$ cat src/rtl/core/afcrc_pkg.sv
// Shared types, constants and CRC-6 step functions for the addressed frame receiver.
package afcrc_pkg;

  localparam int unsigned ByteW = 8;
  localparam int unsigned RemW  = 7;
  localparam int unsigned ChkW  = 6;

  localparam logic [RemW-1:0]  CrcPoly   = 7'h53;
  localparam logic [ByteW-1:0] IdReset   = 8'd1;

  typedef enum logic [1:0] {
    POS_ID    = 2'd0,
    POS_LEFT  = 2'd1,
    POS_RIGHT = 2'd2,
    POS_CHECK = 2'd3
  } frame_pos_e;

  typedef struct packed {
    logic               stop;
    logic               crc_ok;
    logic signed [ByteW-1:0] right_cmd;
    logic signed [ByteW-1:0] left_cmd;
  } result_t;

  // One bit of the CRC: reduce the remainder, then shift the new bit in.
  function automatic logic [RemW-1:0] crc_bit(input logic [RemW-1:0] rem, input logic b);
    logic [RemW-1:0] r;
    r = rem;
    if (r[RemW-1]) begin
      r = r ^ CrcPoly;
    end
    return {r[RemW-2:0], b};
  endfunction

  function automatic logic [RemW-1:0] crc_byte(input logic [RemW-1:0] rem,
                                               input logic [ByteW-1:0] b);
    logic [RemW-1:0] r;
    r = rem;
    for (int i = ByteW - 1; i >= 0; i--) begin
      r = crc_bit(r, b[i]);
    end
    return r;
  endfunction

  // Low six bits of the check byte followed by one zero bit.
  function automatic logic [RemW-1:0] crc_check(input logic [RemW-1:0] rem,
                                                input logic [ByteW-1:0] b);
    logic [RemW-1:0] r;
    r = rem;
    for (int i = ChkW - 1; i >= 0; i--) begin
      r = crc_bit(r, b[i]);
    end
    return crc_bit(r, 1'b0);
  endfunction

endpackage

$ cat src/rtl/core/afcrc_frame.sv
// Frame position sequencer, running CRC and held commands.
module afcrc_frame (
  input  logic                         clk_i,
  input  logic                         rst_ni,
  input  logic                         en_i,
  input  logic [afcrc_pkg::ByteW-1:0]  byte_i,
  input  logic [afcrc_pkg::ByteW-1:0]  station_id_i,
  output logic                         has_result_o,
  output afcrc_pkg::result_t           result_o
);

  afcrc_pkg::frame_pos_e pos_q, pos_d;
  logic [afcrc_pkg::RemW-1:0]   crc_q, crc_d;
  logic [afcrc_pkg::ByteW-1:0]  pend_left_q, pend_left_d;
  logic [afcrc_pkg::ByteW-1:0]  pend_right_q, pend_right_d;
  logic [afcrc_pkg::ByteW-1:0]  held_left_q, held_left_d;
  logic [afcrc_pkg::ByteW-1:0]  held_right_q, held_right_d;
  logic [afcrc_pkg::RemW-1:0]   chk_rem;
  logic                         ok;

  always_ff @(posedge clk_i or negedge rst_ni) begin
    if (!rst_ni) begin
      pos_q        <= afcrc_pkg::POS_ID;
      crc_q        <= '0;
      pend_left_q  <= '0;
      pend_right_q <= '0;
      held_left_q  <= '0;
      held_right_q <= '0;
    end else if (en_i) begin
      pos_q        <= pos_d;
      crc_q        <= crc_d;
      pend_left_q  <= pend_left_d;
      pend_right_q <= pend_right_d;
      held_left_q  <= held_left_d;
      held_right_q <= held_right_d;
    end
  end

  assign chk_rem = afcrc_pkg::crc_check(crc_q, byte_i);
  assign ok      = (chk_rem[afcrc_pkg::RemW-1:1] == '0);

  always_comb begin
    pos_d        = pos_q;
    crc_d        = crc_q;
    pend_left_d  = pend_left_q;
    pend_right_d = pend_right_q;
    held_left_d  = held_left_q;
    held_right_d = held_right_q;
    has_result_o = 1'b0;
    case (pos_q)
      afcrc_pkg::POS_ID: begin
        if (byte_i == station_id_i) begin
          crc_d = afcrc_pkg::crc_byte('0, byte_i);
          pos_d = afcrc_pkg::POS_LEFT;
        end
      end
      afcrc_pkg::POS_LEFT: begin
        pend_left_d = byte_i;
        crc_d       = afcrc_pkg::crc_byte(crc_q, byte_i);
        pos_d       = afcrc_pkg::POS_RIGHT;
      end
      afcrc_pkg::POS_RIGHT: begin
        pend_right_d = byte_i;
        crc_d        = afcrc_pkg::crc_byte(crc_q, byte_i);
        pos_d        = afcrc_pkg::POS_CHECK;
      end
      default: begin
        if (ok) begin
          held_left_d  = pend_left_q;
          held_right_d = pend_right_q;
        end
        crc_d        = '0;
        pos_d        = afcrc_pkg::POS_ID;
        has_result_o = 1'b1;
      end
    endcase
  end

  assign result_o.left_cmd  = held_left_d;
  assign result_o.right_cmd = held_right_d;
  assign result_o.crc_ok    = ok;
  assign result_o.stop      = (held_left_d == '0) && (held_right_d == '0);

endmodule

$ cat src/rtl/core/afcrc_out_reg.sv
// Output result register that holds a word until the sink takes it.
module afcrc_out_reg (
  input  logic               clk_i,
  input  logic               rst_ni,
  input  logic               load_i,
  input  afcrc_pkg::result_t data_i,
  output logic               ready_o,
  output logic               valid_o,
  input  logic               take_i,
  output afcrc_pkg::result_t data_o
);

  logic               valid_q, valid_d;
  afcrc_pkg::result_t data_q;

  assign ready_o = !valid_q || take_i;

  always_comb begin
    valid_d = valid_q;
    if (take_i) begin
      valid_d = 1'b0;
    end
    if (load_i) begin
      valid_d = 1'b1;
    end
  end

  always_ff @(posedge clk_i or negedge rst_ni) begin
    if (!rst_ni) begin
      valid_q <= 1'b0;
    end else begin
      valid_q <= valid_d;
    end
  end

  always_ff @(posedge clk_i) begin
    if (load_i) begin
      data_q <= data_i;
    end
  end

  assign valid_o = valid_q;
  assign data_o  = data_q;

endmodule

$ cat src/rtl/core/addressed_frame_crc6_receiver_unit.sv
// Top level of the addressed frame receiver with CRC-6 check.
//
//   channel   direction  payload                                 completes when
//   s_axis    in         tdata[7:0] rx_byte                      tvalid & tready
//   m_axis    out        tdata left/right, tuser crc_ok/stop     tvalid & tready
//   cfg       in         cfg_data_i station_id                   cfg_valid & cfg_ready
//
// One received byte is taken every cycle when the sink keeps up. A byte waits in the
// input register; the frame logic and CRC-6 update for that byte run between the
// input register and the result register, so a frame's result word is loaded into
// the result register as its check byte leaves the input register. A stalled result
// blocks the input register only when the byte waiting there would end a frame. Reset
// clears the frame state, the held commands and sets the station ID to one.
module addressed_frame_crc6_receiver_unit (
  input  logic        clk_i,
  input  logic        rst_ni,
  // Received bytes: [7:0] rx_byte.
  input  logic        s_axis_tvalid_i,
  output logic        s_axis_tready_o,
  input  logic [7:0]  s_axis_tdata_i,
  // Results: tdata [7:0] left_cmd, [15:8] right_cmd.
  output logic        m_axis_tvalid_o,
  input  logic        m_axis_tready_i,
  output logic [15:0] m_axis_tdata_o,
  // Results: tuser [0] crc_ok, [1] stop.
  output logic [1:0]  m_axis_tuser_o,
  // Station ID register write.
  input  logic        cfg_valid_i,
  output logic        cfg_ready_o,
  input  logic [7:0]  cfg_data_i
);

  logic [afcrc_pkg::ByteW-1:0] station_id_q;
  logic                        in_valid_q;
  logic [afcrc_pkg::ByteW-1:0] in_byte_q;
  logic                        has_result;
  logic                        out_ready;
  logic                        advance;
  afcrc_pkg::result_t          frame_result;
  afcrc_pkg::result_t          out_word;

  // Always writable; user's rule: software only writes it while idle, unchecked.
  assign cfg_ready_o = 1'b1;

  always_ff @(posedge clk_i or negedge rst_ni) begin
    if (!rst_ni) begin
      station_id_q <= afcrc_pkg::IdReset;
    end else if (cfg_valid_i) begin
      station_id_q <= cfg_data_i;
    end
  end

  // The byte in the input register is consumed unless it ends a frame and the
  // result register is still full.
  assign advance         = in_valid_q && (!has_result || out_ready);
  assign s_axis_tready_o = !in_valid_q || advance;

  always_ff @(posedge clk_i or negedge rst_ni) begin
    if (!rst_ni) begin
      in_valid_q <= 1'b0;
    end else if (s_axis_tready_o) begin
      in_valid_q <= s_axis_tvalid_i;
    end
  end

  always_ff @(posedge clk_i) begin
    if (s_axis_tready_o && s_axis_tvalid_i) begin
      in_byte_q <= s_axis_tdata_i;
    end
  end

  afcrc_frame u_frame (
    .clk_i        (clk_i),
    .rst_ni       (rst_ni),
    .en_i         (advance),
    .byte_i       (in_byte_q),
    .station_id_i (station_id_q),
    .has_result_o (has_result),
    .result_o     (frame_result)
  );

  afcrc_out_reg u_out_reg (
    .clk_i   (clk_i),
    .rst_ni  (rst_ni),
    .load_i  (advance && has_result),
    .data_i  (frame_result),
    .ready_o (out_ready),
    .valid_o (m_axis_tvalid_o),
    .take_i  (m_axis_tready_i),
    .data_o  (out_word)
  );

  assign m_axis_tdata_o = {out_word.right_cmd, out_word.left_cmd};
  assign m_axis_tuser_o = {out_word.stop, out_word.crc_ok};

endmodule

$ cat config.mk
export PLATFORM = sky130hd
export DESIGN_NAME = addressed_frame_crc6_receiver_unit
export DESIGN_NICKNAME = d
export VERILOG_FILES = /design/src/rtl/core/afcrc_pkg.sv /design/src/rtl/core/afcrc_frame.sv /design/src/rtl/core/afcrc_out_reg.sv /design/src/rtl/core/addressed_frame_crc6_receiver_unit.sv
export SDC_FILE = /design/constraint.sdc
export NUM_CORES = 1
export LEC_CHECK = 0
export BUFFER_PORTS_ARGS = -buffer_cell sky130_fd_sc_hd__buf_4
export CAP_MARGIN = 40
export CORE_MARGIN = 2
export CORE_UTILIZATION = 45
export CTS_CLUSTER_SIZE = 10
export DETAILED_ROUTE_END_ITERATION = 8
export PLACE_DENSITY_LB_ADDON = 0.1
export SKIP_CTS_REPAIR_TIMING = 1
export SLEW_MARGIN = 30
export SYNTH_ARGS = -nofsm -noshare
export SYNTH_HDL_FRONTEND = slang
export SYNTH_SLANG_ARGS = --single-unit
$ cat constraint.sdc
create_clock -name clk_i -period 4.55 [get_ports clk_i]
set_clock_uncertainty 0.05 [all_clocks]
set_input_delay 0.455 -clock clk_i [delete_from_list [all_inputs] [get_ports clk_i]]
set_output_delay 0.455 -clock clk_i [all_outputs]
set_load 0.02 [all_outputs]
==> results by group <==
Place
  – Pre-CTS setup slack: 1.67 ns
  – Port Buffers: 40
  – Post-DP Area: 0.00413 mm^2
  – Post-DP HPWL: between 4000 and 5000 um
  – Placer congestion estimate: 0.780

Drt
  – DRC viols: 0
  – Drt wl/cell: around 17 um
  – Via total after detailed routing: between 2k and 2.5k
  – Routed Antenna Nets: 0
  – Routed wire length: 6810 um
  – Initial DRC Count: 67
  – 1st-pass router iterations: 4
  – Via density: 5.15

Clock tree
  – CTS HTree Levels: 3
  – Clk pin slew, worst setup/hold paths: 0.09 ns
  – Clock Latency Late Sink: 0.35 ns
  – Root Buffer: clkbuf_8
  – Maximum clock path buffer count: 2
  – CTS tree: yes
  – CTS sink cnt: 77
  – CTS Buf Count: 9

Power
  – Tot Pwr: 2870 uW
  – PD cells: 665 mW/mm^2
  – Max VDD drop: 0.000422 V
  – Lkg Pwr: 0.00190 uW

Synthesis
  – Cell Area, Synth: 0.00376 mm^2
  – FF+latch count, synth: 77
  – Xor/xnor share of the synthesized area: 10.9%
  – EDFF count, synth: 26
  – Synth top area cells: dfrtp_1 (33%), edfxtp_1 (21%), mux2_2 (10%), mux2_4 (8.0%), xnor2_1 (6.8%)
  – Mux cell area share after synthesis: 18.7%
  – Synth warnings: 0
  – Main combinational cell family by area after synthesis: multiplexers
  – Seq/Total Area, Yosys: 54.8%
  – Synth Area in Compound Gates: under 10%
  – Mean post-synth cell area: about 14 um^2
  – Post-synthesis cell type count: 40
  – Simple logic cell fraction of the synthesized area: 6.23%
  – Post-Syn Instances: between 200 and 300
  – Most frequent cells after synthesis: dfrtp_1 (50), mux2_2 (35), xnor2_1 (29)
  – Most common cell in the netlist: dfrtp_1
  – Adder-cell share of the synthesized area: under 10%
  – Top cell type's share of synthesized area: 33.3%
  – Top FF cell, synth: dfrtp_1
  – Syn_nets: 286
  – Ys async rst share: about two thirds
  – Largest area contributor in the netlist: dfrtp_1

Cells and area
  – Final Instance Area: 0.00432 mm^2
  – Nets@finish: ~330
  – Fill cell count: 716
  – Layout cells sized above 1: 38.7%
  – ANT cells: 0
  – Area of the multi-input gates: 0.00161 mm^2
  – Register Area: between 0.002 and 0.0025 mm^2
  – Area Overhead vs Synth: 15.0%

Floorplanning
  – Starting density of the core: 46.0%
  – Die Wd: 95.4 um
  – Die area: 0.00910 mm^2
  – Num rows: 33
  – Core Region: 0.00818 mm^2
  – Die height: 95.4 um
  – I/O pin cnt: 42

Timing
  – Worst hold slack: 0.0833 ns
  – Sum Neg Setup Slack: 0 ns
  – Slew margin rel.: 56.2%
  – Worst-margin pin slew: 0.658 ns
  – Final hold vios: 0
  – Slew Limit Fails: 0
  – PnR worst setup slack: 1.72 ns
  – Unrepaired setup endpoints after global routing: false
  – Max frequency: 0.353 GHz
  – Final Setup Violations: 0
  – Fin crit share: 62.2%
  – Crit path time final: between 2 and 3 ns

Critical path
  – Critical path data arrival time: 2.88 ns
  – Critical path's slowest cell: dfrtp_1
  – Endpoint type of the worst setup path: register
  – Crit-path max FO: 17
  – Element type at the critical path start: register
  – CP peak stage delay: 0.51 ns
  – R2R setup slack: 1.72 ns
  – Crit-path cells: xnor2_4, xor3_1, nand2b_1, a21oi_1, nand3_4, mux2_2
  – Critical Path RT: 4.60 ns
  – CP Class: register to register

Worst hold path
  – Worst Hold Class: primary input to async pin

Flow run
  – Maxcap violations: 0

Global routing
  – Total GRT Usage: 16.7%
  – Remaining global-route overflow: 0
  – First-pass GRT wire length: 11000 um
  – Largest net degree at the start of global routing: 52
  – Initial antenna violation count: 0
  – Vias in the first global route: approximately 2.1k

Status
  – Status: complete, no violations
[cell families (layout without fill, tap and decap cells)]
family / Yosys count / count (layout)
flops: 77 / 77
fa+ha+maj: 5 / 5
simple gates: 39 / 39
mux: 56 / 56
xor+xnor: 38 / 38
buf+inv: 18 / 63
other cells: 1 / 1
compound gates: 26 / 26
[layer usage]
metal	vias up	global-route usage (%)	wire length, um
met3	7	4.27	234
met1	1053	22.0	3230
met5	-	0	0
met2	39	26.9	3270
met4	0	5.71	78
li1	1013	-	-
[state kept, by name, summed over array words and instances, names as in the netlist]
signal / flops
u_frame.pend_right_q: 8
in_byte_q: 8
station_id_q: 8
u_frame.pos_q: 2
u_frame.pend_left_q: 8
u_out_reg.data_o: 18
u_out_reg.valid_o: 1
u_frame.held_right_q: 8
in_valid_q: 1
u_frame.crc_q: 7
u_frame.held_left_q: 8
[final timing paths]
| path | from | endpoint | cells past startpoint |
|---|---|---|---|
| setup / recovery | u_frame.crc_q[5]$_DFFE_PN0P_ | u_out_reg.data_o[15]$_DFFE_PP_ | 6 |
| hold / removal | rst_ni | u_frame.held_left_q[2]$_DFFE_PN0P_ | 1 |
| setup reg to reg | u_frame.crc_q[5]$_DFFE_PN0P_ | u_out_reg.data_o[15]$_DFFE_PP_ | 6 |
| hold reg to reg | station_id_q[3]$_DFFE_PN0P_ | station_id_q[3]$_DFFE_PN0P_ | 1 |
| max in group asynchronous | rst_ni | u_frame.held_right_q[0]$_DFFE_PN0P_ | 1 |
| min in group clk_i | s_axis_tdata_i[2] | in_byte_q[2]$_DFFE_PP_ | 1 |
[layout by cell type, fill, tap and decap left out, types with 4 or more instances in the layout]
cell,netlist,layout
a22o_1,8,8
buf_4,1,41
clkbuf_8,0,9
dfrtp_1,50,50
edfxtp_1,26,26
ha_1,5,5
inv_1,6,6
mux2_2,35,35
mux2_4,20,20
nand2_1,11,11
nand4_1,5,5
nor4_1,8,8
o21ai_0,7,7
xnor2_1,29,29
xor2_1,4,4
[worst max-delay path, delay by kind of cell (launching register included)]
| family | cells | cell delay, ns |
|---|---|---|
| xor+xnor | 2 | 0.72 |
| flops | 1 | 0.51 |
| simple gates | 2 | 0.49 |
| compound gates | 1 | 0.42 |
| mux | 1 | 0.39 |
[power breakdown]
| group | switching (uW) | leakage [uW] | total [uW] | internal [uW] |
|---|---|---|---|---|
| Clock | 257 | 0.0000996 | 512 | 255 |
| Combinational | 599 | 0.000916 | 1280 | 677 |
| Sequential | 180 | 0.000889 | 1090 | 907 |
| Total | 1040 | 0.00190 | 2870 | 1840 |
[metrics by stage]
step           utilization, %  cells
3_3_place_gp             50.5    394
3_5_place_dp             50.5    394
2_1_floorplan               -    260
5_1_grt                  52.9    410
6_report                 52.9    410
4_1_cts                  52.9    410
[layout make-up]
type,instances,share of cell area (%)
Inverter,6,0.521
Multi-Input combinational cell,165,37.1
Clock inverter,7,1.71
Clock buffer,9,2.87
Timing Repair Buffer,41,7.12
Tap cell,105,3.04
Sequential cell,77,47.6
Note: power is estimated with default switching activity, not from simulation.
